`src/rtl/rmq_pkg.sv`:
```
// ----------------------------------------------------------------------------
// rmq_pkg
// Shared types and codes of the rotation matrix to quaternion core.
// ----------------------------------------------------------------------------
package rmq_pkg;

  typedef logic [1:0] pivot_t;

  localparam pivot_t PIV_TRACE = 2'd0;
  localparam pivot_t PIV_X     = 2'd1;
  localparam pivot_t PIV_Y     = 2'd2;
  localparam pivot_t PIV_Z     = 2'd3;

endpackage

```
`src/rtl/rmq_sqrt_pipe.sv`:
```
// ----------------------------------------------------------------------------
// rmq_sqrt_pipe
// Pipelined floor square root, one root bit per register stage.
// ----------------------------------------------------------------------------
module rmq_sqrt_pipe #(
  parameter int RAD_W = 32
) (
  input  logic                 clk,
  input  logic                 en,
  input  logic [RAD_W-1:0]     rad,
  output logic [RAD_W/2-1:0]   root
);
  import rmq_pkg::*;

  localparam int ROOT_W = RAD_W / 2;
  localparam int REM_W  = ROOT_W + 3;

  logic [REM_W-1:0]  rem_q  [1:ROOT_W-1];
  logic [RAD_W-1:0]  rad_q  [1:ROOT_W-1];
  logic [ROOT_W-1:0] root_q [1:ROOT_W];

  genvar k;
  for (k = 1; k <= ROOT_W; k++) begin : g_stage
    logic [REM_W-1:0]  rem_src;
    logic [ROOT_W-1:0] root_src;
    logic [RAD_W-1:0]  rad_src;
    logic [REM_W-1:0]  rem_sh;
    logic [REM_W-1:0]  trial;
    logic              hit;

    if (k == 1) begin : g_first
      assign rem_src  = '0;
      assign root_src = '0;
      assign rad_src  = rad;
    end else begin : g_next
      assign rem_src  = rem_q[k-1];
      assign root_src = root_q[k-1];
      assign rad_src  = rad_q[k-1];
    end

    // bring down the next two radicand bits and try (root*4 + 1)
    assign rem_sh = {rem_src[REM_W-3:0], rad_src[RAD_W-1 -: 2]};
    assign trial  = {1'b0, root_src, 2'b01};
    assign hit    = (rem_sh >= trial);

    always_ff @(posedge clk) begin
      if (en) begin
        root_q[k] <= {root_src[ROOT_W-2:0], hit};
      end
    end

    if (k < ROOT_W) begin : g_carry
      always_ff @(posedge clk) begin
        if (en) begin
          rem_q[k] <= hit ? (rem_sh - trial) : rem_sh;
          rad_q[k] <= {rad_src[RAD_W-3:0], 2'b00};
        end
      end
    end
  end

  assign root = root_q[ROOT_W];

endmodule

```
`config.mk`:
```
export PLATFORM = sky130hd
export DESIGN_NAME = rmq_sqrt_pipe
export DESIGN_NICKNAME = d
export VERILOG_FILES = /design/src/rtl/rmq_pkg.sv /design/src/rtl/rmq_sqrt_pipe.sv
export SDC_FILE = /design/constraint.sdc
export NUM_CORES = 1
export LEC_CHECK = 0
export ABC_AREA = 1
export BUFFER_PORTS_ARGS = -buffer_cell sky130_fd_sc_hd__buf_2
export CELL_PAD_IN_SITES_DETAIL_PLACEMENT = 0
export CELL_PAD_IN_SITES_GLOBAL_PLACEMENT = 2
export CORE_ASPECT_RATIO = 0.7
export CORE_MARGIN = 3
export CORE_UTILIZATION = 40
export DETAILED_ROUTE_END_ITERATION = 10
export PLACE_DENSITY = 0.84
export SYNTH_ARGS = -nofsm -noshare
export SYNTH_HDL_FRONTEND = slang
export SYNTH_SLANG_ARGS = --single-unit
```
`constraint.sdc`:
```
create_clock -name clk -period 2.25 [get_ports clk]
set_input_delay 0.225 -clock clk [delete_from_list [all_inputs] [get_ports clk]]
set_output_delay 0.225 -clock clk [all_outputs]
set_load 0.02 [all_outputs]
```
==> Yosys cells after proc, flatten, opt, wreduce, memory -nomap -nowiden <==
Memories as Yosys holds them, arrays and structs flattened.
Index checks and enable logic that the tools add are counted.
{ "totals": {"mem_bits_ro": 0, "ramBits": 991, "n_memories": 3, "inputBits": 34, "output_inout_bits": 16, "regBits": 0, "elab_cells": 51, "latch_bits": 0} }
{ "op_classes": {"bitwise_logic": 0, "eq_ne": 0, "shifts": 0, "n_mul": 0, "n_div": 0, "n_addsub": 15, "n_lt_le_gt_ge": 16, "muxes": 17, "n_reduce_logical": 0} }
{ "memory_table": {"columns": ["memory", "words", "word_bits", "rd", "rd_clocked_by_memory_dff", "write_ports", "line", "rtl"], "rows": [
  ["rad_q", 15, 30, 15, 0, 15, "rmq_sqrt_pipe.sv:19", "logic [RAD_W-1:0] rad_q [1:ROOT_W-1];"],
  ["rem_q", 15, 19, 15, 0, 15, "rmq_sqrt_pipe.sv:18", "logic [REM_W-1:0] rem_q [1:ROOT_W-1];"],
  ["root_q", 16, 16, 16, 0, 16, "rmq_sqrt_pipe.sv:20", "logic [ROOT_W-1:0] root_q [1:ROOT_W];"]
]} }
{ "ops": {"columns": ["operator", "count"], "rows": [
  ["19-bit by 18-bit >= comparator with 1-bit output", 15],
  ["19-bit two-way mux", 15],
  ["19-bit by 18-bit subtractor with 19-bit output", 14],
  ["2-bit by 1-bit subtractor with 3-bit output (second input constant)", 1],
  ["2-bit by 1-bit >= comparator with 1-bit output (second input constant)", 1],
  ["1-bit two-way mux", 2]
]} }

==> Logic depth before layout (Yosys ltp) <==
An unclocked memory read counts as a cell.
{ "depth": {"word_depth": 3, "ltp_mapped": 14, "ltp_nobuf": 14} }

==> Worst setup path after synthesis <==
No wires, ideal clock.
{ "synth_path": {"kind": "reg-to-reg", "from": "memory rem_q[9][4] in the netlist's numbering", "to": "memory rem_q[10][3] in the netlist's numbering (data pin)", "path_stages_with_launch": 13, "t_required_ps": 1998, "setup_slack_ps": 374, "synth_period_minus_slack_ps": 1876, "path_buffers": 1, "arrival_time_ps": 1624, "setup_ps": 252, "cell_sequence": "edfxtp_1 > ha_1 > nand2_1 > inv_1 > nand2_1 > nand3_1 > nand2_1 > nand2_1 > nor2_1 > nand2_2 > buf_6 > nand2_1 > nand2_1"} }
{ "synth_lines": {"columns": ["item", "line"], "rows": [
  ["start, declared", "rmq_sqrt_pipe.sv:18"]
]} }

==> metrics list <==
- The flow ran to the end, and the final reports show no timing, DRC or antenna violations.
- Worst-margin pin slew: 521 ps
- Among the stages of the critical path, the cell type that occurs most often is nand2_1.
* Post-Synthesis Cell Area: 32200 um2
- Hold EP: rad_q[0][52]
- Combinational power share: 0.201
* Worst Clk Skew: 27.1 ps
* Routed wire length: 74400 um
- Height of the die: 243 um
- Worst slack at placement: -72.1 ps
* Setup WS post-layout: 71.1 ps
- Hold slack: 288 ps
* Synth Flop Type: edfxtp_1
- In this run the horizontal extent of the chip is 345 um.
* Total of fill cells in the finished design: 7482
- TritonCTS built the clock tree.
* Arr. time, crit path: 2560 ps
- The endpoint identified for the worst register-to-register timing path is rem_q[12][11].
* Synth-to-Final Area Change: 18.4%
- Static leakage power: 17.3 nW
- Final non-filler cell area: 38100 um2
- NetSw: 0.00908 W
* Number of hold violations in the final report: 0
- Largest net degree at the start of global routing: 84
- Areal power density over the cells: 831 nW/um2
- For this run, asynchronously set or reset flops after synthesis account for 0.
- Average cell area after synthesis: 9.42 um2
- Counting instances, the worst hold path has a depth of 2.
- Final standard cell utilization of the core: 0.481
- The die covers 84000 um2.
- At the end of routability-driven placement, the weighted congestion stood at 0.866.
* Yosys Warn Count: 0
* Count of mapped cells out of synthesis: 3417
- Reg2reg setup slack: 70 ps
* Endpoint type of the worst setup path: flip-flop
- The signal on the critical path passes through ha_4, nand2_1, inv_1, nand2_1, nand2_1, inv_1, nand2_2, nand2_2, nand3_4, inv_2, buf_12, nand2_1, nand2_1.
- Launch point of the worst reg-to-reg path: rem_q[11][3]
- Highest attainable clock frequency: 459 MHz
* Crit-path max FO: 12
- WP data required: 2630 ps
- Startpoint of the most critical hold path: rad[22]
- CTS built an H-tree with a depth of 2.
* Kind of launch point of the worst setup path: flip-flop
- Core Region: 79200 um2
- The first global-routing pass estimated 118000 um of wire.
* Cell Rows: 86
* Boundary pin count: 50
- Post-placement cell area: 34900 um2
- After synthesis, the netlist uses 45 different library cells.
- Vias in the first global route: 21398
- Largest stage delay, worst path: 460 ps
- Rel. slew slack: 0.649
* Startpoint-to-endpoint class of the critical path: reg -> reg
- Via count: 22730
* Min-delay worst type: in -> reg
- Across the VDD grid, the largest voltage drop is 602 uV.
* Number of antenna violations at the first check in global routing: 1
* Max capacitance violation total: 0
- Slowest stage cell, crit path: edfxtp_1
* Post-DP HPWL: 56400 um
- Of the total power, the clock network draws 0.333.
- Together, buffers and inverters on the worst path number 4.
* Initial standard-cell utilization of the core: 0.406
- Number of diodes added for antenna fixing: 0
- Worst skew pair latency: 650 ps
* Routed wire per std cell: 15.4 um
* Overall power consumption: 0.0317 W
- Total routing resource utilization after global routing: 0.175
- Fraction of power spent switching nets: 0.287
- Number of buffers inserted during clock tree synthesis: 61
* Vias per std cell: 4.72
- In the finished design, the share of the clock period the worst path needs comes to 0.968.
- Worst R2R Path Depth: 13
* Cell family with the largest share of critical-path delay: simple AND/OR/NAND/NOR gates
* Remaining antenna violation count after routing: 0
* Iteration count of the initial detailed-routing pass: 5
* DRC violation count after routing: 0
* Shortest period the worst path allows: 2180 ps
- In the final layout, the share of cells above drive strength 1 is 0.135.
- After clock tree synthesis, the clock-pin slew on the worst setup and hold paths is 60 ps.
- Setup violations remaining at the end of the flow were counted as 0.
- Number of buffers on the longest clock path: 3
- In this run the clock root is driven by a clkbuf_16.
- Buffers added on ports: 49
* Count of routing violations after the opening detailed-route iteration: 1781
* Sink count of the clock tree: 613
- Synthesized Nets: 3603
- The count of final max-slew check failures is 0.
- Sequential element share of the synthesized area: 0.572
- Cell internal power was estimated by the tool at 0.0226 W.
* Number of synthesized flops with an enable pin: 613
- Post-synthesis sequential element count: 613
* Sum of overflow across all layers after global routing: 0
* Sequential share of power: 0.466
- Post-layout nets: 3901
## per-layer routing
layer / vias up / global-route usage / share of wire
met4: 0 / 0.0351 / 0.016
li1: 11780 / - / -
met2: 464 / 0.246 / 0.40
met5: - / 0 / 0
met3: 85 / 0.0236 / 0.050
met1: 10401 / 0.283 / 0.54
## how the worst max path moves through the flow
stage,from,endpoint,slack [ps],cells past startpoint
after CTS,rem_q[11][3],rem_q[12][0],30,13
final,rem_q[11][3],rem_q[12][11],70,13
after global placement,rem_q[5][0],rem_q[6][3],-80,10
after global routing,root_q[0][117],rem_q[8][12],-8,10
after floorplan,rem_q[9][4],rem_q[10][3],370,12
after detailed placement,rem_q[5][0],rem_q[6][3],-70,10
## cells in the mapped netlist (25+ instances only)
cell	number	share of area
nand2_1	1082	0.13
a21oi_1	104	0.016
inv_1	597	0.070
ha_1	152	0.059
edfxtp_1	613	0.57
nand3_1	177	0.028
nor3_1	38	0.0059
nor2_1	213	0.025
xor2_1	57	0.016
nand4_1	82	0.016
o21ai_0	62	0.0096
nand2_2	25	0.0049
## state kept, by name, indices dropped and copies added, names as in the netlist
signal / count
root_q: 136
rad_q: 240
rem_q: 237
## kinds of logic after synthesis
family	synth area share
flip-flops	0.572
AND/OR/NAND/NOR	0.230
AO/OA/AOI/OAI	0.0382
adder cells (fa/ha/maj)	0.0591
XOR/XNOR	0.0220
buffers and inverters	0.0786
other	0.000117
## what timing repair did
| action | in CTS | in global routing |
|---|---|---|
| cloned | 1 | 3 |
| hold buffers | 34 | 0 |
| pin swaps | 2 | 13 |
| endpoints found under the setup margin | 25 | 153 |
| gates resized for setup | 4 | 78 |
| hold endpoints to repair | 60 | 0 |
| setup buffers | 2 | 25 |
## placed cells by master (no fill, tap or decap), types with 19 or more instances in the layout
cell,count
nand2_1,1076
inv_1,596
ha_4,31
buf_12,20
nor2_1,198
ha_1,117
o21ai_1,19
a21oi_1,100
nand2_2,31
xor2_1,57
clkbuf_16,62
nand4_1,82
dlygate4sd3_1,34
a21oi_2,21
o21ai_0,61
nand3b_1,21
nand3_1,177
nor3_1,36
buf_4,156
edfxtp_1,613
nor2_2,24
buf_2,48
xnor2_1,24
## layout make-up
type                    instances  area, um2  share of cell area
flip-flops and latches        613      18400               0.483
multi-input cells            2168      11800               0.310
inverters                     608       2290              0.0600
repair buffers                263       2210              0.0579
clock buffers                  69       1580              0.0414
well taps                    1056       1320              0.0347
clock inverters                41        508              0.0133
## power by group through the flow
stage / logic (W) / registers [W] / clock network, W
floorplan: 0.00412 / 0.0146 / 0
global placement: 0.00605 / 0.0150 / 0
detailed placement: 0.00602 / 0.0150 / 0
CTS: 0.00611 / 0.0147 / 0.0109
global route: 0.00728 / 0.0149 / 0.0114
finish: 0.00636 / 0.0147 / 0.0105
## metrics by stage
step	setup TNS [ps]	cells
2_1_floorplan	0	3417
3_5_place_dp	-191	4643
3_3_place_gp	-228	4643
5_1_grt	-38.9	4818
6_report	0	4818
4_1_cts	0	4790
No activity file was read; power rests on OpenSTA's default activity.
