`config.mk`:
```
export PLATFORM = sky130hd
export DESIGN_NAME = rmq_div_pipe
export DESIGN_NICKNAME = d
export VERILOG_FILES = /design/src/rtl/rmq_pkg.sv /design/src/rtl/rmq_div_pipe.sv
export SDC_FILE = /design/constraint.sdc
export NUM_CORES = 2
export LEC_CHECK = 0
export ABC_AREA = 1
export BUFFER_PORTS_ARGS = -buffer_cell sky130_fd_sc_hd__buf_2
export CAP_MARGIN = 20
export CORE_AREA = 5 5 332 334
export CTS_CLUSTER_SIZE = 28
export DETAILED_ROUTE_END_ITERATION = 12
export DIE_AREA = 0 0 337 339
export PLACE_DENSITY = 0.7
export SYNTH_ARGS = -nofsm -noshare
export SYNTH_HDL_FRONTEND = slang
export SYNTH_SLANG_ARGS = --single-unit
```
`constraint.sdc`:
```
create_clock -name clk -period 3.65 [get_ports clk]
set_input_delay 0.5475 -clock clk [delete_from_list [all_inputs] [get_ports clk]]
set_output_delay 0.5475 -clock clk [all_outputs]
set_load 0.005 [all_outputs]
```
`src/rtl/rmq_pkg.sv`:
```
// ----------------------------------------------------------------------------
// rmq_pkg
// Shared types and codes of the rotation matrix to quaternion core.
// ----------------------------------------------------------------------------
package rmq_pkg;

  typedef logic [1:0] pivot_t;

  localparam pivot_t PIV_TRACE = 2'd0;
  localparam pivot_t PIV_X     = 2'd1;
  localparam pivot_t PIV_Y     = 2'd2;
  localparam pivot_t PIV_Z     = 2'd3;

endpackage

```
`src/rtl/rmq_div_pipe.sv`:
```
// ----------------------------------------------------------------------------
// rmq_div_pipe
// Pipelined restoring divider with quotient overflow flag, one bit per stage.
// ----------------------------------------------------------------------------
module rmq_div_pipe #(
  parameter int NUM_W = 32,
  parameter int DEN_W = 17,
  parameter int Q_W   = 16
) (
  input  logic              clk,
  input  logic              en,
  input  logic [NUM_W-1:0]  num,
  input  logic [DEN_W-1:0]  den,
  output logic [Q_W-1:0]    quo,
  output logic              ovf
);
  import rmq_pkg::*;

  localparam int CW = ((NUM_W > DEN_W + Q_W) ? NUM_W : DEN_W + Q_W) + 1;

  logic [CW-1:0]    rem_q [0:Q_W-1];
  logic [DEN_W-1:0] den_q [0:Q_W-1];
  logic             ovf_q [0:Q_W];
  logic [Q_W-1:0]   quo_q [1:Q_W];

  // flag quotients that do not fit in Q_W bits
  always_ff @(posedge clk) begin
    if (en) begin
      rem_q[0] <= CW'(num);
      den_q[0] <= den;
      ovf_q[0] <= (CW'(num) >= (CW'(den) << Q_W));
    end
  end

  genvar k;
  for (k = 1; k <= Q_W; k++) begin : g_stage
    localparam int B = Q_W - k;
    logic [Q_W-1:0] quo_src;
    logic [Q_W-1:0] quo_next;
    logic [CW-1:0]  trial;
    logic           hit;

    if (k == 1) begin : g_first
      assign quo_src = '0;
    end else begin : g_next
      assign quo_src = quo_q[k-1];
    end

    assign trial = CW'(den_q[k-1]) << B;
    assign hit   = (rem_q[k-1] >= trial);

    always_comb begin
      quo_next    = quo_src;
      quo_next[B] = hit;
    end

    always_ff @(posedge clk) begin
      if (en) begin
        quo_q[k] <= quo_next;
        ovf_q[k] <= ovf_q[k-1];
      end
    end

    if (k < Q_W) begin : g_carry
      always_ff @(posedge clk) begin
        if (en) begin
          rem_q[k] <= hit ? (rem_q[k-1] - trial) : rem_q[k-1];
          den_q[k] <= den_q[k-1];
        end
      end
    end
  end

  assign quo = quo_q[Q_W];
  assign ovf = ovf_q[Q_W];

endmodule

```
# --- Word level (Yosys, flattened, before mapping) ---
# Memories as Yosys holds them, arrays and structs flattened.
# Index checks and enable logic that the tools add are counted.
op_classes:
  n_addsub: 15
  magnitude_cmp: 17
  n_mux: 17
ops:
  columns: ["operator", "n"]
  rows:
  - ["34-bit 2-to-1 mux", 15]
  - ["34-bit by 17-bit greater-or-equal comparator with 1-bit output", 1]
  - ["34-bit by 18-bit greater-or-equal comparator with 1-bit output", 1]
  - ["34-bit by 19-bit greater-or-equal comparator with 1-bit output", 1]
  - ["34-bit by 20-bit greater-or-equal comparator with 1-bit output", 1]
  - ["34-bit by 21-bit greater-or-equal comparator with 1-bit output", 1]
  - ["34-bit by 22-bit greater-or-equal comparator with 1-bit output", 1]
  - ["34-bit by 23-bit greater-or-equal comparator with 1-bit output", 1]
  - ["34-bit by 24-bit greater-or-equal comparator with 1-bit output", 1]
  - ["34-bit by 25-bit greater-or-equal comparator with 1-bit output", 1]
  - ["34-bit by 26-bit greater-or-equal comparator with 1-bit output", 1]
  - ["34-bit by 27-bit greater-or-equal comparator with 1-bit output", 1]
  - ["34-bit by 28-bit greater-or-equal comparator with 1-bit output", 1]
  - ["34-bit by 29-bit greater-or-equal comparator with 1-bit output", 1]
  - ["34-bit by 30-bit greater-or-equal comparator with 1-bit output", 1]
  - ["34-bit by 31-bit greater-or-equal comparator with 1-bit output", 1]
  - ["34-bit by 32-bit greater-or-equal comparator with 1-bit output", 1]
  - ["34-bit by 18-bit subtractor with 34-bit output", 1]
  - ["34-bit by 19-bit subtractor with 34-bit output", 1]
  - ["34-bit by 20-bit subtractor with 34-bit output", 1]
  - ["34-bit by 21-bit subtractor with 34-bit output", 1]
  - ["34-bit by 22-bit subtractor with 34-bit output", 1]
  - ["34-bit by 23-bit subtractor with 34-bit output", 1]
  - ["34-bit by 24-bit subtractor with 34-bit output", 1]
  - ["other kinds (10)", 11]
word_totals:
  ff_bits: 0
  ram_bits: 1089
  inputBits: 51
  output_inout_bits: 17
  word_cells: 53
  n_memories: 4
mem_list:
  columns: ["name", "depth", "width", "rd", "rd_clocked_by_memory_dff", "wr", "line", "text"]
  rows:
  - ["rem_q", 16, 34, 16, 0, 16, "rmq_div_pipe.sv:21", "logic [CW-1:0] rem_q [0:Q_W-1];"]
  - ["den_q", 16, 17, 16, 0, 16, "rmq_div_pipe.sv:22", "logic [DEN_W-1:0] den_q [0:Q_W-1];"]
  - ["quo_q", 16, 16, 16, 0, 16, "rmq_div_pipe.sv:24", "logic [Q_W-1:0] quo_q [1:Q_W];"]
  - ["ovf_q", 17, 1, 17, 0, 17, "rmq_div_pipe.sv:23", "logic ovf_q [0:Q_W];"]

# --- Longest topological paths before layout ---
# An unclocked memory read counts as a cell.
depth:
  word_depth: 3
  depth_mapped: 16
  depth_no_buf: 15

# --- Least setup slack after synthesis ---
# Ideal clock, no wire load.
synth_timing:
  kind: "flip-flop to flip-flop"
  startpoint: "memory rem_q[13][2] (netlist name)"
  endpoint: "memory rem_q[14][23] (netlist name), data pin"
  setup_time_ns: 0.259
  t_arrival_ns: 1.999
  t_required_ns: 3.391
  setup_slack_ns: 1.392
  path_stages_with_launch: 14
  path_buffers: 1
  synth_period_minus_slack_ns: 2.258
  path_cell_list: "edfxtp_1 -> inv_1 -> ha_1 -> inv_1 -> fa_1 -> nand3_1 -> nand3_1 -> nand3_1 -> nand2_1 -> nand2_1 -> nand3_2 -> nor2_4 -> buf_2 -> a21oi_1"
synth_rtl:
  columns: ["element", "line"]
  rows:
  - ["start, declared", "rmq_div_pipe.sv:21"]

==> flow_metrics.env <==
export IMPL_run_status="complete, no violations"
export IMPL_yosysUniqueCellTypes=44
export IMPL_hp_class="input pin to flop"
export IMPL_fin_skew_ps=32.3
export IMPL_cts_resized=0
export IMPL_ant_nets=0
export IMPL_worstReg2RegStart="den_q[1][51]"
export IMPL_yosysTopAreaCell="sky130_fd_sc_hd__edfxtp_1"
export IMPL_i_o_buffers=67
export IMPL_final_design_area_no_fill_mm2=0.0644
export IMPL_min_path_cells=1
export IMPL_layout_nets=7647
export IMPL_combPwrFrac_pct=37.9
export IMPL_grt_start_max_net_pins=91
export IMPL_die_width_um=337
export IMPL_remaining_drc_errors=0
export IMPL_startpoint_of_the_worst_setup_timing_path="den_q[1][51]"
export IMPL_grt_total_usage_pct=26.9
export IMPL_max_freq_mhz=351
export IMPL_hold_violations=0
export IMPL_vdd_ir_drop_max_uv=475
export IMPL_ctsLongestPathBuffers=3
export IMPL_clock_sink_count=967
export IMPL_ctsHtreeMaxLevel=3
export IMPL_first_pass_grt_wire_length_mm=244
export IMPL_core_rowCount=120
export IMPL_routability_congestion=0.988
export IMPL_placed_inst_area_mm2=0.0605
export IMPL_path_class="flop to flop"
export IMPL_final_max_slew_viol_count=0
export IMPL_yosys_cell_count_top_type="sky130_fd_sc_hd__nand2_1"
export IMPL_power_per_cell_area_mw_per_mm2=688
export IMPL_transition_time_at_the_pin_with_the_least_slew_margin_ps=663
export IMPL_drt_first_iter_violations=4713
export IMPL_clockRootBuffer="sky130_fd_sc_hd__clkbuf_16"
export IMPL_fp_dieArea_mm2=0.114
export IMPL_share_seq_of_total_power_pct=37.4
export IMPL_drt_total_wl_mm=156
export IMPL_syn_area_mm2=0.0582
export IMPL_worst_setup_hold_path_clk_slew_ps=60
export IMPL_dp_final_hpwl_mm=122
export IMPL_intPower_mw=26.8
export IMPL_rr_endpoint="rem_q[12][20]"
export IMPL_signal_arrival_time_at_the_worst_endpoint_ps=3300
export IMPL_core_mm2=0.107
export IMPL_timing_final_crit_share_pct=78.1
export IMPL_totalPowerFinal_mw=44.4
export IMPL_starting_density_of_the_core_pct=54.6
export IMPL_pin_count=68
export IMPL_detail_route_vias_per_cell=5.38
export IMPL_synth_seq_cells=967
export IMPL_power_leakage_nw=30.0
export IMPL_power_clock_fraction_pct=24.8
export IMPL_flow_area_growth_from_synthesis_pct=10.7
export IMPL_synthesis_yosys_warnings=0
export IMPL_postSynth_asyncResetShare_pct=0
export IMPL_cts_made_buffers=107
export IMPL_max_cap_viol_count=0
export IMPL_sequential_fraction_of_the_synthesis_area_pct=49.9
export IMPL_drive_gt1_share_pct=5.69
export IMPL_grt_overflow_total=0
export IMPL_net_switching_power_mw=17.6
export IMPL_final_setup_viol_count=0
export IMPL_antenna_found_initial=0
export IMPL_setup_total_negative_slack_ps=0
export IMPL_worst_ep_required_time_ps=4100
export IMPL_synthesis_instances=7081
export IMPL_synth_common_cells="2,501 x sky130_fd_sc_hd__nand2_1, 1,218 x sky130_fd_sc_hd__inv_1, 967 x sky130_fd_sc_hd__edfxtp_1, 565 x sky130_fd_sc_hd__nor2_1, 406 x sky130_fd_sc_hd__nand3_1"
export IMPL_synth_edff_count=967
export IMPL_sw_frac_of_total_pct=39.6
export IMPL_crit_path_start_kind="flop"
export IMPL_r2r_cells=12
export IMPL_final_period_minus_worst_setup_slack_ps=2850
export IMPL_worst_max_slew_margin_expressed_relative_to_the_limit_pct=55.7
export IMPL_routed_via_count=47300
export IMPL_unrepaired_setup_endpoints_after_global_routing="no"
export IMPL_firstDrtPassIters=6
export IMPL_synthTopCellsByArea="sky130_fd_sc_hd__edfxtp_1 50%, sky130_fd_sc_hd__nand2_1 16%, sky130_fd_sc_hd__inv_1 7.9%"
export IMPL_worstHoldStart="num[13]"
export IMPL_synthFlopType="sky130_fd_sc_hd__edfxtp_1"
export IMPL_clkLatencyLatePin_ps=710
export IMPL_hold_path_end="rem_q[0][13]"
export IMPL_timing_critical_path_to_type="flop"
export IMPL_route_detailed_wl_per_inst_um=17.8
export IMPL_clock_tree_from_tritoncts="done"
export IMPL_syn_num_nets=7435
export IMPL_ff2ff_setup_slack_ps=800
export IMPL_netlist_area_leader_share_pct=49.9
export IMPL_crit_path_max_fanout=26
export IMPL_die_h_um=339
export IMPL_grt_pass1_vias=44300
export IMPL_postSynthAreaPerCell_um2=8.22
## per-stage QoR
| stage | setup slack (ps) | hold WS [ps] | instances | util (%) |
|---|---|---|---|---|
| after floorplan | 1390 | 400 | 7081 | - |
| after global routing | 582 | 10.4 | 8789 | 60.5 |
| after global placement | 862 | 401 | 8549 | 56.7 |
| final | 800 | 34.2 | 8790 | 60.5 |
| after detailed placement | 852 | 405 | 8549 | 56.7 |
| after CTS | 848 | 0.480 | 8789 | 60.5 |
## worst max-delay path, cell delays in order, from the launching register on
cell and delay [ps]:
sky130_fd_sc_hd__edfxtp_1 430, sky130_fd_sc_hd__ha_1 240, sky130_fd_sc_hd__fa_1 450, sky130_fd_sc_hd__o21ai_2 350, sky130_fd_sc_hd__nand2_1 90, sky130_fd_sc_hd__nand2_1 110, sky130_fd_sc_hd__nand2_1 120, sky130_fd_sc_hd__nand2_2 100
sky130_fd_sc_hd__nand2_2 80, sky130_fd_sc_hd__nand2_4 220, sky130_fd_sc_hd__inv_4 200, sky130_fd_sc_hd__nand2_1 110, sky130_fd_sc_hd__nand2_1 70
## state kept, by name, summed over array words and instances, names as in the netlist
signal,count
rem_q,542
den_q,272
quo_q,136
ovf_q,17
## area by class of cell
cell class	instances	area, um2
fillers	9386	42200
flip-flops and latches	967	29000
multi-input cells	4830	24100
inverters	1227	4610
clock buffers	120	2750
well taps	1403	1760
repair buffers	160	1310
clock inverters	82	836
diodes	1	2.50
## cell usage in the layout (no fill, tap or decap), types with 9 or more instances in the layout
| cell type | n |
|---|---|
| sky130_fd_sc_hd__a21oi_2 | 24 |
| sky130_fd_sc_hd__bufinv_16 | 11 |
| sky130_fd_sc_hd__xnor2_1 | 21 |
| sky130_fd_sc_hd__buf_2 | 66 |
| sky130_fd_sc_hd__buf_12 | 14 |
| sky130_fd_sc_hd__edfxtp_1 | 967 |
| sky130_fd_sc_hd__nand4_1 | 174 |
| sky130_fd_sc_hd__fa_1 | 15 |
| sky130_fd_sc_hd__xor2_1 | 143 |
| sky130_fd_sc_hd__buf_4 | 41 |
| sky130_fd_sc_hd__nand3_1 | 406 |
| sky130_fd_sc_hd__nand3b_1 | 27 |
| sky130_fd_sc_hd__o21bai_1 | 18 |
| sky130_fd_sc_hd__dlygate4sd3_1 | 38 |
| sky130_fd_sc_hd__clkinv_1 | 15 |
| sky130_fd_sc_hd__o21ai_0 | 91 |
| sky130_fd_sc_hd__nor2_2 | 32 |
| sky130_fd_sc_hd__nor3_1 | 81 |
| sky130_fd_sc_hd__clkbuf_16 | 108 |
| sky130_fd_sc_hd__clkbuf_1 | 12 |
| sky130_fd_sc_hd__a21o_1 | 11 |
| sky130_fd_sc_hd__nor4_1 | 9 |
| sky130_fd_sc_hd__nand2_2 | 18 |
| sky130_fd_sc_hd__nor2_1 | 565 |
| sky130_fd_sc_hd__nand2_1 | 2501 |
| sky130_fd_sc_hd__o21ai_1 | 14 |
| sky130_fd_sc_hd__clkinvlp_4 | 16 |
| sky130_fd_sc_hd__clkinv_2 | 22 |
| sky130_fd_sc_hd__nand3_2 | 9 |
| sky130_fd_sc_hd__ha_1 | 288 |
| sky130_fd_sc_hd__inv_1 | 1218 |
| sky130_fd_sc_hd__a21oi_1 | 327 |
## power by group through the flow
stage,sequential (mW),combinational (mW),clock (mW)
detailed placement,16.8,16.4,0
global placement,16.8,16.2,0
CTS,16.6,16.5,11.2
finish,16.6,16.8,11.0
global route,16.7,19.0,11.7
floorplan,15.9,12.3,0
## what timing repair did
action                    in CTS  in global routing
buffers inserted               0                  0
hold endpoints to repair      38                  0
hold buffers                  38                  0
## metal layers
metal / global-route usage [%] / vias up / part of all wire, %
met4: 7.89 / 0 / 2.9
met1: 39.1 / 21900 / 45
met2: 42.4 / 1765 / 45
met3: 3.76 / 282 / 7.2
li1: - / 23400 / -
met5: 0 / - / 0
## cell families (layout without fill, tap and decap cells)
| logic type | count (synthesis) | after routing | share of synthesized area [%] |
|---|---|---|---|
| adders and majority gates | 303 | 303 | 6.70 |
| other | 0 | 1 | 0 |
| AOI/OAI and AO/OA | 494 | 494 | 4.58 |
| DFF | 967 | 967 | 49.9 |
| and+or+nand+nor | 3869 | 3869 | 27.7 |
| buffers and inverters | 1284 | 1589 | 8.67 |
| xor gates and xnor gates | 164 | 164 | 2.47 |
## how the worst max path moves through the flow
stage,slack (ps),endpoint,cells past startpoint
floorplan,1390,rem_q[14][23],13
global placement,860,rem_q[12][20],12
detailed placement,850,rem_q[12][20],12
CTS,850,rem_q[12][20],12
global route,580,rem_q[14][5],14
finish,800,rem_q[12][20],12
Power figures use the tool's default switching activity.
